`src/rtl/core/sdp_pkg.sv`:
```
// Package for the SIP distortion polynomial unit: sizes, codes, constants
// and the command type shared by the controller and the datapath.
// No dependencies.
`timescale 1ns / 1ps
`default_nettype none
package sdp_pkg;

  // Table geometry
  localparam int MAX_ORDER = 7;
  localparam int DIM       = MAX_ORDER + 1;
  localparam int IDX_W     = $clog2(DIM);
  localparam int TBL_W     = 2;
  localparam int ADDR_W    = TBL_W + 2 * IDX_W;
  localparam int DEPTH     = 1 << ADDR_W;

  // Fixed field widths
  localparam int ORDER_W = 3;
  localparam int CFG_W   = 3;

  // Item operation codes
  localparam logic [1:0] OP_WRITE = 2'd0;
  localparam logic [1:0] OP_FWD   = 2'd1;
  localparam logic [1:0] OP_REV   = 2'd2;

  // Configuration register indexes
  localparam logic [CFG_W-1:0] CFG_REF_X = 3'd0;
  localparam logic [CFG_W-1:0] CFG_REF_Y = 3'd1;
  localparam logic [CFG_W-1:0] CFG_FWD_X = 3'd2;
  localparam logic [CFG_W-1:0] CFG_FWD_Y = 3'd3;
  localparam logic [CFG_W-1:0] CFG_REV_X = 3'd4;
  localparam logic [CFG_W-1:0] CFG_REV_Y = 3'd5;

  // Floating point unit operations
  localparam logic [1:0] FOP_ADD = 2'd0;
  localparam logic [1:0] FOP_SUB = 2'd1;
  localparam logic [1:0] FOP_MUL = 2'd2;

  // Sequencer steps
  localparam logic [2:0] ST_U   = 3'd0;  // u = x - ref_x
  localparam logic [2:0] ST_V   = 3'd1;  // v = y - ref_y
  localparam logic [2:0] ST_PU  = 3'd2;  // u power
  localparam logic [2:0] ST_PV  = 3'd3;  // v power
  localparam logic [2:0] ST_MC  = 3'd4;  // coef * u^i
  localparam logic [2:0] ST_MV  = 3'd5;  // term * v^j
  localparam logic [2:0] ST_ACC = 3'd6;  // acc + term
  localparam logic [2:0] ST_FIN = 3'd7;  // coordinate + acc

  // Binary64 constants
  localparam logic [63:0] FP_ONE    = 64'h3FF0_0000_0000_0000;
  localparam logic [63:0] FP_DNAN   = 64'hFFF8_0000_0000_0000;
  localparam logic [63:0] FP_QUIET  = 64'h0008_0000_0000_0000;

  // Command from the controller to the datapath
  typedef struct packed {
    logic             start;
    logic [2:0]       step;
    logic [IDX_W-1:0] i;
    logic [IDX_W-1:0] j;
    logic [IDX_W-1:0] k;
    logic             dir;
    logic             tbl;
    logic             acc_clr;
    logic             out_load;
  } sdp_cmd_t;

endpackage
`default_nettype wire

```
`src/rtl/core/sdp_ctrl.sv`:
```
// Controller: sequences the subtract, power, term and sum steps of one
// evaluate item and runs the channel handshakes. Depends on sdp_pkg.
`timescale 1ns / 1ps
`default_nettype none
module sdp_ctrl (
  input  wire logic                      clk,
  input  wire logic                      rst_n,
  input  wire logic                      cfg_we,
  input  wire logic [sdp_pkg::CFG_W-1:0] cfg_index,
  input  wire logic [63:0]               cfg_data,
  input  wire logic                      in_valid,
  input  wire logic [1:0]                in_operation,
  output logic                           in_ready,
  output logic                           out_valid,
  input  wire logic                      out_ready,
  input  wire logic                      fpu_done,
  output sdp_pkg::sdp_cmd_t              cmd
);
  import sdp_pkg::*;

  localparam logic [2:0] S_IDLE  = 3'd0;
  localparam logic [2:0] S_READ  = 3'd1;
  localparam logic [2:0] S_ISSUE = 3'd2;
  localparam logic [2:0] S_WAIT  = 3'd3;
  localparam logic [2:0] S_PUSH  = 3'd4;

  localparam logic [IDX_W-1:0] K_LAST = IDX_W'(MAX_ORDER);
  localparam logic [IDX_W-1:0] K_ONE  = IDX_W'(1);

  logic [2:0]         state_r, state_nxt;
  logic [2:0]         step_r, step_nxt;
  logic [IDX_W-1:0]   i_r, i_nxt, j_r, j_nxt, k_r, k_nxt;
  logic               dir_r, dir_nxt, tbl_r, tbl_nxt;
  logic               out_valid_r, out_valid_nxt;
  logic [ORDER_W-1:0] order_r [4];
  logic               acc_clr, out_load;

  // Order registers
  always_ff @(posedge clk) begin
    if (!rst_n) begin
      for (int n = 0; n < 4; n++) order_r[n] <= '0;
    end else if (cfg_we) begin
      unique case (cfg_index)
        CFG_FWD_X: order_r[0] <= cfg_data[ORDER_W-1:0];
        CFG_FWD_Y: order_r[1] <= cfg_data[ORDER_W-1:0];
        CFG_REV_X: order_r[2] <= cfg_data[ORDER_W-1:0];
        CFG_REV_Y: order_r[3] <= cfg_data[ORDER_W-1:0];
        default: ;
      endcase
    end
  end

  // Order of the table in use, limited to the table size
  logic [ORDER_W-1:0] ord_raw;
  logic [IDX_W-1:0]   ord;

  always_comb begin
    ord_raw = order_r[{dir_r, tbl_r}];
    if (int'(ord_raw) > MAX_ORDER) ord = IDX_W'(MAX_ORDER);
    else ord = IDX_W'(ord_raw);
  end

  // Step sequencing
  always_comb begin
    state_nxt     = state_r;
    step_nxt      = step_r;
    i_nxt         = i_r;
    j_nxt         = j_r;
    k_nxt         = k_r;
    dir_nxt       = dir_r;
    tbl_nxt       = tbl_r;
    out_valid_nxt = out_valid_r;
    acc_clr       = 1'b0;
    out_load      = 1'b0;
    if (out_valid_r && out_ready) out_valid_nxt = 1'b0;
    unique case (state_r)
      S_IDLE: begin
        if (in_valid && ((in_operation == OP_FWD) || (in_operation == OP_REV))) begin
          state_nxt = S_READ;
          step_nxt  = ST_U;
          dir_nxt   = in_operation == OP_REV;
          tbl_nxt   = 1'b0;
          i_nxt     = '0;
          j_nxt     = '0;
          k_nxt     = K_ONE;
        end
      end
      S_READ:  state_nxt = S_ISSUE;
      S_ISSUE: state_nxt = S_WAIT;
      S_WAIT: begin
        if (fpu_done) begin
          state_nxt = S_READ;
          case (step_r)
            ST_U: step_nxt = ST_V;
            ST_V: begin step_nxt = ST_PU; k_nxt = K_ONE; end
            ST_PU: begin
              if (k_r == K_LAST) begin
                step_nxt = ST_PV;
                k_nxt    = K_ONE;
              end else begin
                k_nxt = k_r + K_ONE;
              end
            end
            ST_PV: begin
              if (k_r == K_LAST) begin
                step_nxt = ST_MC;
                acc_clr  = 1'b1;
              end else begin
                k_nxt = k_r + K_ONE;
              end
            end
            ST_MC: step_nxt = ST_MV;
            ST_MV: step_nxt = ST_ACC;
            ST_ACC: begin
              if (j_r != ord) begin
                j_nxt    = j_r + K_ONE;
                step_nxt = ST_MC;
              end else if (i_r != ord) begin
                i_nxt    = i_r + K_ONE;
                j_nxt    = '0;
                step_nxt = ST_MC;
              end else begin
                step_nxt = ST_FIN;
              end
            end
            default: begin
              if (!tbl_r) begin
                tbl_nxt  = 1'b1;
                i_nxt    = '0;
                j_nxt    = '0;
                step_nxt = ST_MC;
                acc_clr  = 1'b1;
              end else begin
                state_nxt = S_PUSH;
              end
            end
          endcase
        end
      end
      S_PUSH: begin
        if (!out_valid_r || out_ready) begin
          out_load      = 1'b1;
          out_valid_nxt = 1'b1;
          state_nxt     = S_IDLE;
        end
      end
      default: state_nxt = S_IDLE;
    endcase
  end

  always_ff @(posedge clk) begin
    if (!rst_n) begin
      state_r     <= S_IDLE;
      out_valid_r <= 1'b0;
    end else begin
      state_r     <= state_nxt;
      out_valid_r <= out_valid_nxt;
    end
  end

  always_ff @(posedge clk) begin
    step_r <= step_nxt;
    i_r    <= i_nxt;
    j_r    <= j_nxt;
    k_r    <= k_nxt;
    dir_r  <= dir_nxt;
    tbl_r  <= tbl_nxt;
  end

  always_comb begin
    cmd.start    = state_r == S_ISSUE;
    cmd.step     = step_r;
    cmd.i        = i_r;
    cmd.j        = j_r;
    cmd.k        = k_r;
    cmd.dir      = dir_r;
    cmd.tbl      = tbl_r;
    cmd.acc_clr  = acc_clr;
    cmd.out_load = out_load;
  end

  assign in_ready  = state_r == S_IDLE;
  assign out_valid = out_valid_r;

endmodule
`default_nettype wire

```
`config.mk`:
```
export PLATFORM = sky130hd
export DESIGN_NAME = sdp_ctrl
export DESIGN_NICKNAME = d
export VERILOG_FILES = /design/src/rtl/core/sdp_pkg.sv /design/src/rtl/core/sdp_ctrl.sv
export SDC_FILE = /design/constraint.sdc
export NUM_CORES = 1
export LEC_CHECK = 0
export ABC_AREA = 1
export BUFFER_PORTS_ARGS = -buffer_cell sky130_fd_sc_hd__buf_2
export CORE_MARGIN = 3
export CORE_UTILIZATION = 45
export DETAILED_ROUTE_END_ITERATION = 8
export PLACE_DENSITY = 0.8
export SLEW_MARGIN = 10
export SYNTH_ARGS = -nofsm -noshare
export SYNTH_HDL_FRONTEND = slang
export SYNTH_SLANG_ARGS = --single-unit
```
`constraint.sdc`:
```
create_clock -name clk -period 2.2 [get_ports clk]
set_clock_uncertainty 0.05 [all_clocks]
set_input_delay 0.33 -clock clk [delete_from_list [all_inputs] [get_ports clk]]
set_output_delay 0.33 -clock clk [all_outputs]
set_load 0.1 [all_outputs]
```
==> results.ini, run 1 <==
[global_routing]
antenna_found_initial = 0
grt_pass1_vias = 1282
globalRouteOverflowTotal = 0
track_usage = 0.1542
grt_pass1_wl_um = 5347
grt_max_degree = 11

[routing]
ant_nets = 0
vias = 1431
drc_errors = 0
vias_per_cell = 4.901
drt_iter0_drc = 93
wirelength_um = 3138
drt-pass1-iter-count = 4
wl_per_cell_um = 10.75

[clocking]
root_buffer = clkbuf_8
clk_pin_slew_ps = 70
clock_sinks = 30
cts_setup_buffers = 0
h-tree-depth = 2
cts_buffer_depth = 2
cts_tree = built
insertion_delay_ps = 290
cts_made_buffers = 5
cts_hold_buf = 0

[timing]
finalSetupViolCount = 0
fin_crit_ps = 2020
fin_crit_sh = 0.9181
hold_slack_ps = 279.9
rsz0062_at_grt = false
drv_slew = 0
slew_headroom = 0.6701
worst_slew_pin_slew_ps = 498.2
hold_viol = 0
max_freq_ghz = 0.4951

[logic_synthesis]
synth_seq_area_share = 0.4893
yosysTopAreaCell = edfxtp_1
synthCells = 209
syn-num-nets = 289
syn_area_um2 = 1759
synth_seq_cells = 30
yosys_most_used_dff = edfxtp_1
synth_edf_count = 26
synthMostInstantiatedCell = nand2_1
ys_types = 26
syn_area_per_cell_um2 = 8.417
synthTopCellsByArea = edfxtp_1, nand2_1, nor2_1
async_flop_share = 0
yosys-top-cells-count = nand2_1, nor2_1, edfxtp_1
yosys.area.top_type_share = 0.4438
yosysWarnings = 0

[floorplan]
die_area_um2 = 4696
core_area_um2 = 3716
fp.dieW_um = 68.53
io-pin-count = 94
die_y_um = 68.53
start_util = 0.4734
fp-row-count = 22

[worst_setup_path]
cp_max_fo = 3
end_kind = output pin
worstSetupPathDepth = 7
r2r_cells = 10
max_stage_delay_ps = 370
arrival_ps = 1640
cp_slowest_cell = edfxtp_1
rr_endpoint = i_r[2]
path_buf_inv = 2
regToRegSetupSlack_ps = 250
cp_cell_sequence = ha_2, ha_4, inv_2, a21oi_2, nand2_1, nor2_1, clkbuf_4
cp-start-kind = register
reg2reg_from = tbl_r
path_class = reg2out
cp_top_family = buffers and inverters
worstPathRequired_ps = 1820

[pwr]
p_per_area_nw_per_um2 = 1104
vdd_drop_max_mv = 0.6209
p_total_mw = 2.276
p_leak_nw = 0.9131

[finish]
nets = 323
instances_no_fill = 292
diodes = 0
layout-drive-gt1-share = 0.2910
areaGrowthSynthToFinish_pct = 17.21
fin_area_um2 = 2062

[hold_path]
hold_start = out_ready
hold_depth = 4
whs_endpoint = out_valid
hold_class = in2reg

[run_status]
status = completed

[job]
max_cap_violations = 0

[placement]
io_buffers = 32
place_area_um2 = 1964
place_inst = 284
gp_congestion = 0.7992
dp_hpwl_um = 2562

==> metal layers <==
metal	GRT usage	vias up	share of wire
li1	-	738	-
met1	0.1965	649	0.45
met2	0.2408	40	0.48
met3	0.04538	4	0.057
met4	0.06948	0	0.011
met5	0	-	0
==> registers in the layout, indices dropped and copies added, names as in the netlist <==
register and count:
step_r 3, order_r 12, i_r 3, k_r 3, out_valid 1, dir_r 1, state_r 3, j_r 3
tbl_r 1
==> layout make-up <==
class	count	area, um^2
fillers	362	1654
flip-flops and latches	30	860.8
repair buffers	34	177.7
clock inverters	2	12.51
well taps	48	60.06
multi-input cells	144	758.2
inverters	28	110.1
clock buffers	6	82.58
==> per-stage QoR <==
stage | setup slack, ps | setup TNS (ps) | util
finish | 180.1 | 0 | 0.5549
global route | 31.92 | 0 | 0.5549
CTS | 76.25 | 0 | 0.5542
detailed placement | 226.4 | 0 | 0.5286
global placement | 268.2 | 0 | 0.5286
floorplan | -149.0 | -149.4 | -
==> how the worst max path moves through the flow <==
| stage | start | end | slack [ps] |
|---|---|---|---|
| global placement | in_operation[0] | j_r[0] | 270 |
| finish | k_r[0] | cmd[1] | 180 |
| CTS | k_r[0] | cmd[1] | 80 |
| global route | tbl_r | i_r[2] | 30 |
| detailed placement | in_operation[0] | j_r[0] | 230 |
| floorplan | k_r[0] | cmd[1] | -150 |
==> cells by family after synthesis <==
| group | Yosys count | share of synthesized area |
|---|---|---|
| AO/OA/AOI/OAI | 19 | 0.06260 |
| XOR/XNOR | 3 | 0.01494 |
| buffers and inverters | 35 | 0.09033 |
| AND/OR/NAND/NOR | 117 | 0.3073 |
| adder cells (fa/ha/maj) | 5 | 0.03556 |
| flip-flops | 30 | 0.4893 |
==> worst min-delay path, delay by kind of cell <==
kind,cells,cell delay [ps]
buf+inv,2,140
compound gates,1,50
simple gates,1,40
==> power by group <==
part | internal [mW] | switching [mW] | total [mW]
sequential | 0.725 | 0.0937 | 0.818
combinational | 0.212 | 0.784 | 0.996
clock | 0.251 | 0.212 | 0.463
total | 1.19 | 1.09 | 2.28
==> placed cells by master, fill, tap and decap left out, types with 4 or more instances in the layout <==
cell type  netlist  final
o21ai_0          4      4
nand2_1         42     42
edfxtp_1        26     26
nand3_1         10     10
nor2_1          41     41
a21oi_1         10      9
inv_1           24     23
dfxtp_1          4      4
buf_2            0     31
nand3_2          6      6
inv_2            3      4
clkbuf_8         0      6
nand2_2          9      9
==> timing repair <==
| action | in CTS | in global routing |
|---|---|---|
| setup endpoints to repair | 0 | 1 |
| endpoints found under the hold margin | 0 | 0 |
| gates resized for setup | 0 | 1 |
No activity file was read; power rests on OpenSTA's default activity.
==> run 2, diff against run 1 <==
--- a/config.mk
+++ b/config.mk
@@ -7,10 +7,12 @@
 export LEC_CHECK = 0
 export ABC_AREA = 1
 export BUFFER_PORTS_ARGS = -buffer_cell sky130_fd_sc_hd__buf_2
+export CELL_PAD_IN_SITES_DETAIL_PLACEMENT = 2
+export CELL_PAD_IN_SITES_GLOBAL_PLACEMENT = 2
 export CORE_MARGIN = 3
-export CORE_UTILIZATION = 45
+export CORE_UTILIZATION = 24
 export DETAILED_ROUTE_END_ITERATION = 8
-export PLACE_DENSITY = 0.8
+export PLACE_DENSITY_LB_ADDON = 0.1
 export SLEW_MARGIN = 10
 export SYNTH_ARGS = -nofsm -noshare
 export SYNTH_HDL_FRONTEND = slang
==> run 2 against run 1 <==
Clock-buffer cell count decreased by 1. Via count is 1.3% higher. Hold slack improved by 8.1 ps. Critical path type unchanged. Largest power group unchanged.
==> results.ini, run 2 (same netlist as run 1, synthesis figures left out) <==
[run_status]
status = completed

[routing]
vias = 1450  ; +1.3%
drt-pass1-iter-count = 4  ; unchanged
drc_errors = 0  ; unchanged
ant_nets = 0  ; unchanged
wirelength_um = 4458  ; +42%
wl_per_cell_um = 13.11  ; +22%
drt_iter0_drc = 36  ; -61%
vias_per_cell = 4.265  ; -13%

[pwr]
p_per_area_nw_per_um2 = 1062  ; -3.8%
p_leak_nw = 0.9171  ; +0.44%
vdd_drop_max_mv = 0.4128  ; -34%

[worst_setup_path]
path_buf_inv = 2  ; unchanged
path_class = reg2out
cp_top_family = flip-flops
reg2reg_from = tbl_r
cp_cell_sequence = ha_2, ha_4, inv_2, a21oi_2, nand2_1, nor2_1, buf_12
regToRegSetupSlack_ps = 220  ; -30 ps
cp_slowest_cell = edfxtp_1
cp_max_fo = 3  ; unchanged
worstPathRequired_ps = 1820  ; about the same
worstSetupPathDepth = 7  ; unchanged
max_stage_delay_ps = 390  ; +20 ps
end_kind = output pin
r2r_cells = 8  ; -2
rr_endpoint = i_r[2]
cp-start-kind = register
arrival_ps = 1680  ; +40 ps

[floorplan]
core_area_um2 = 6944  ; +87%
fp-row-count = 30  ; +36%
fp.dieW_um = 91.62  ; +34%
die_area_um2 = 8393  ; +79%
io-pin-count = 94  ; unchanged
die_y_um = 91.62  ; +34%
start_util = 0.2533  ; -0.2201

[timing]
hold_viol = 0  ; unchanged
drv_slew = 0  ; unchanged
rsz0062_at_grt = false
fin_crit_ps = 2062  ; +42.30 ps
worst_slew_pin_slew_ps = 519.7  ; +21.48 ps
slew_headroom = 0.6499  ; -0.02026
max_freq_ghz = 0.4849  ; -2.1%
finalSetupViolCount = 0  ; unchanged
tns_ps = 0  ; unchanged
fin_crit_sh = 0.9374  ; +0.01923

[finish]
layout-drive-gt1-share = 0.2910  ; unchanged
areaGrowthSynthToFinish_pct = 20.84
diodes = 0  ; unchanged
nets = 324  ; +0.31%
largest_reg_flops = 12  ; unchanged
instances_no_fill = 340  ; +16%
final_common_cell = nand2_1
largest_register = order_r
final_cell_mix = nand2_1, nor2_1, buf_2

[clocking]
post_cts_resized = 0  ; unchanged
cts_hold_buf = 0  ; unchanged
clock_sinks = 30  ; unchanged
insertion_delay_ps = 280  ; about the same
cts_setup_buffers = 0  ; unchanged
cts_buffer_depth = 2  ; unchanged
cts_made_buffers = 5  ; unchanged
clk_pin_slew_ps = 60  ; about the same
h-tree-depth = 2  ; unchanged
root_buffer = clkbuf_8
cts_tree = built

[job]
max_cap_violations = 0  ; unchanged

[placement]
dp_hpwl_um = 3629  ; +42%
io_buffers = 32  ; unchanged
place_inst = 333  ; +17%
gp_congestion = 0.6733  ; -16%

[global_routing]
globalRouteOverflowTotal = 0  ; unchanged
track_usage = 0.1123  ; -0.04182
grt_pass1_vias = 1562  ; +22%
grt_pass1_wl_um = 7493  ; +40%
antenna_found_initial = 0  ; unchanged
grt_max_degree = 11  ; unchanged

[hold_path]
hold_class = in2reg
hold_depth = 4  ; unchanged
hold_start = out_ready
whs_endpoint = out_valid

## run 2: worst max path at each step
stage | from | to | slack [ps]
floorplan | k_r[0] | cmd[1] | -150
global placement | in_operation[0] | j_r[1] | 120
detailed placement | tbl_r | i_r[0] | 170
CTS | k_r[0] | cmd[1] | 100
global route | k_r[0] | cmd[1] | 30
finish | k_r[0] | cmd[1] | 140
## run 2: layer usage
layer | routed length (um) | vias to the layer above | global-route usage
met5 | 0 | - | 0
met4 | 55 | 0 | 0.03392
met3 | 164 | 6 | 0.02953
met2 | 2048 | 27 | 0.1777
met1 | 2190 | 677 | 0.1499
li1 | - | 740 | -
## run 2: report_power, final
part	internal, mW	leakage (nW)	switching (mW)
clock	0.212	0.0438	0.203
combinational	0.213	0.590	0.803
sequential	0.725	0.283	0.102
## run 2: metrics by stage
step	utilization	hold WS, ps	total power, mW	cell area [um^2]	setup slack [ps]
5_1_grt	0.3061	304.8	2.411	2126	28.84
6_report	0.3061	288.0	2.258	2126	137.8
3_5_place_dp	0.2948	515.1	1.873	2047	168.6
4_1_cts	0.3061	289.3	2.301	2126	96.07
2_1_floorplan	-	471.3	1.672	1782	-149.0
3_3_place_gp	0.2948	507.8	1.863	2047	123.3
## run 2: layout make-up
class | instances | area [um^2]
inverters | 28 | 110.1
multi-input cells | 144 | 758.2
clock inverters | 2 | 10.01
well taps | 96 | 120.1
flip-flops and latches | 30 | 860.8
repair buffers | 35 | 197.7
clock buffers | 5 | 68.82
fillers | 830 | 4818
## run 2: tightest hold or removal path, cell delays in order
cell	delay [ps]
buf_2	70
nor2_1	40
inv_1	60
a21oi_1	50
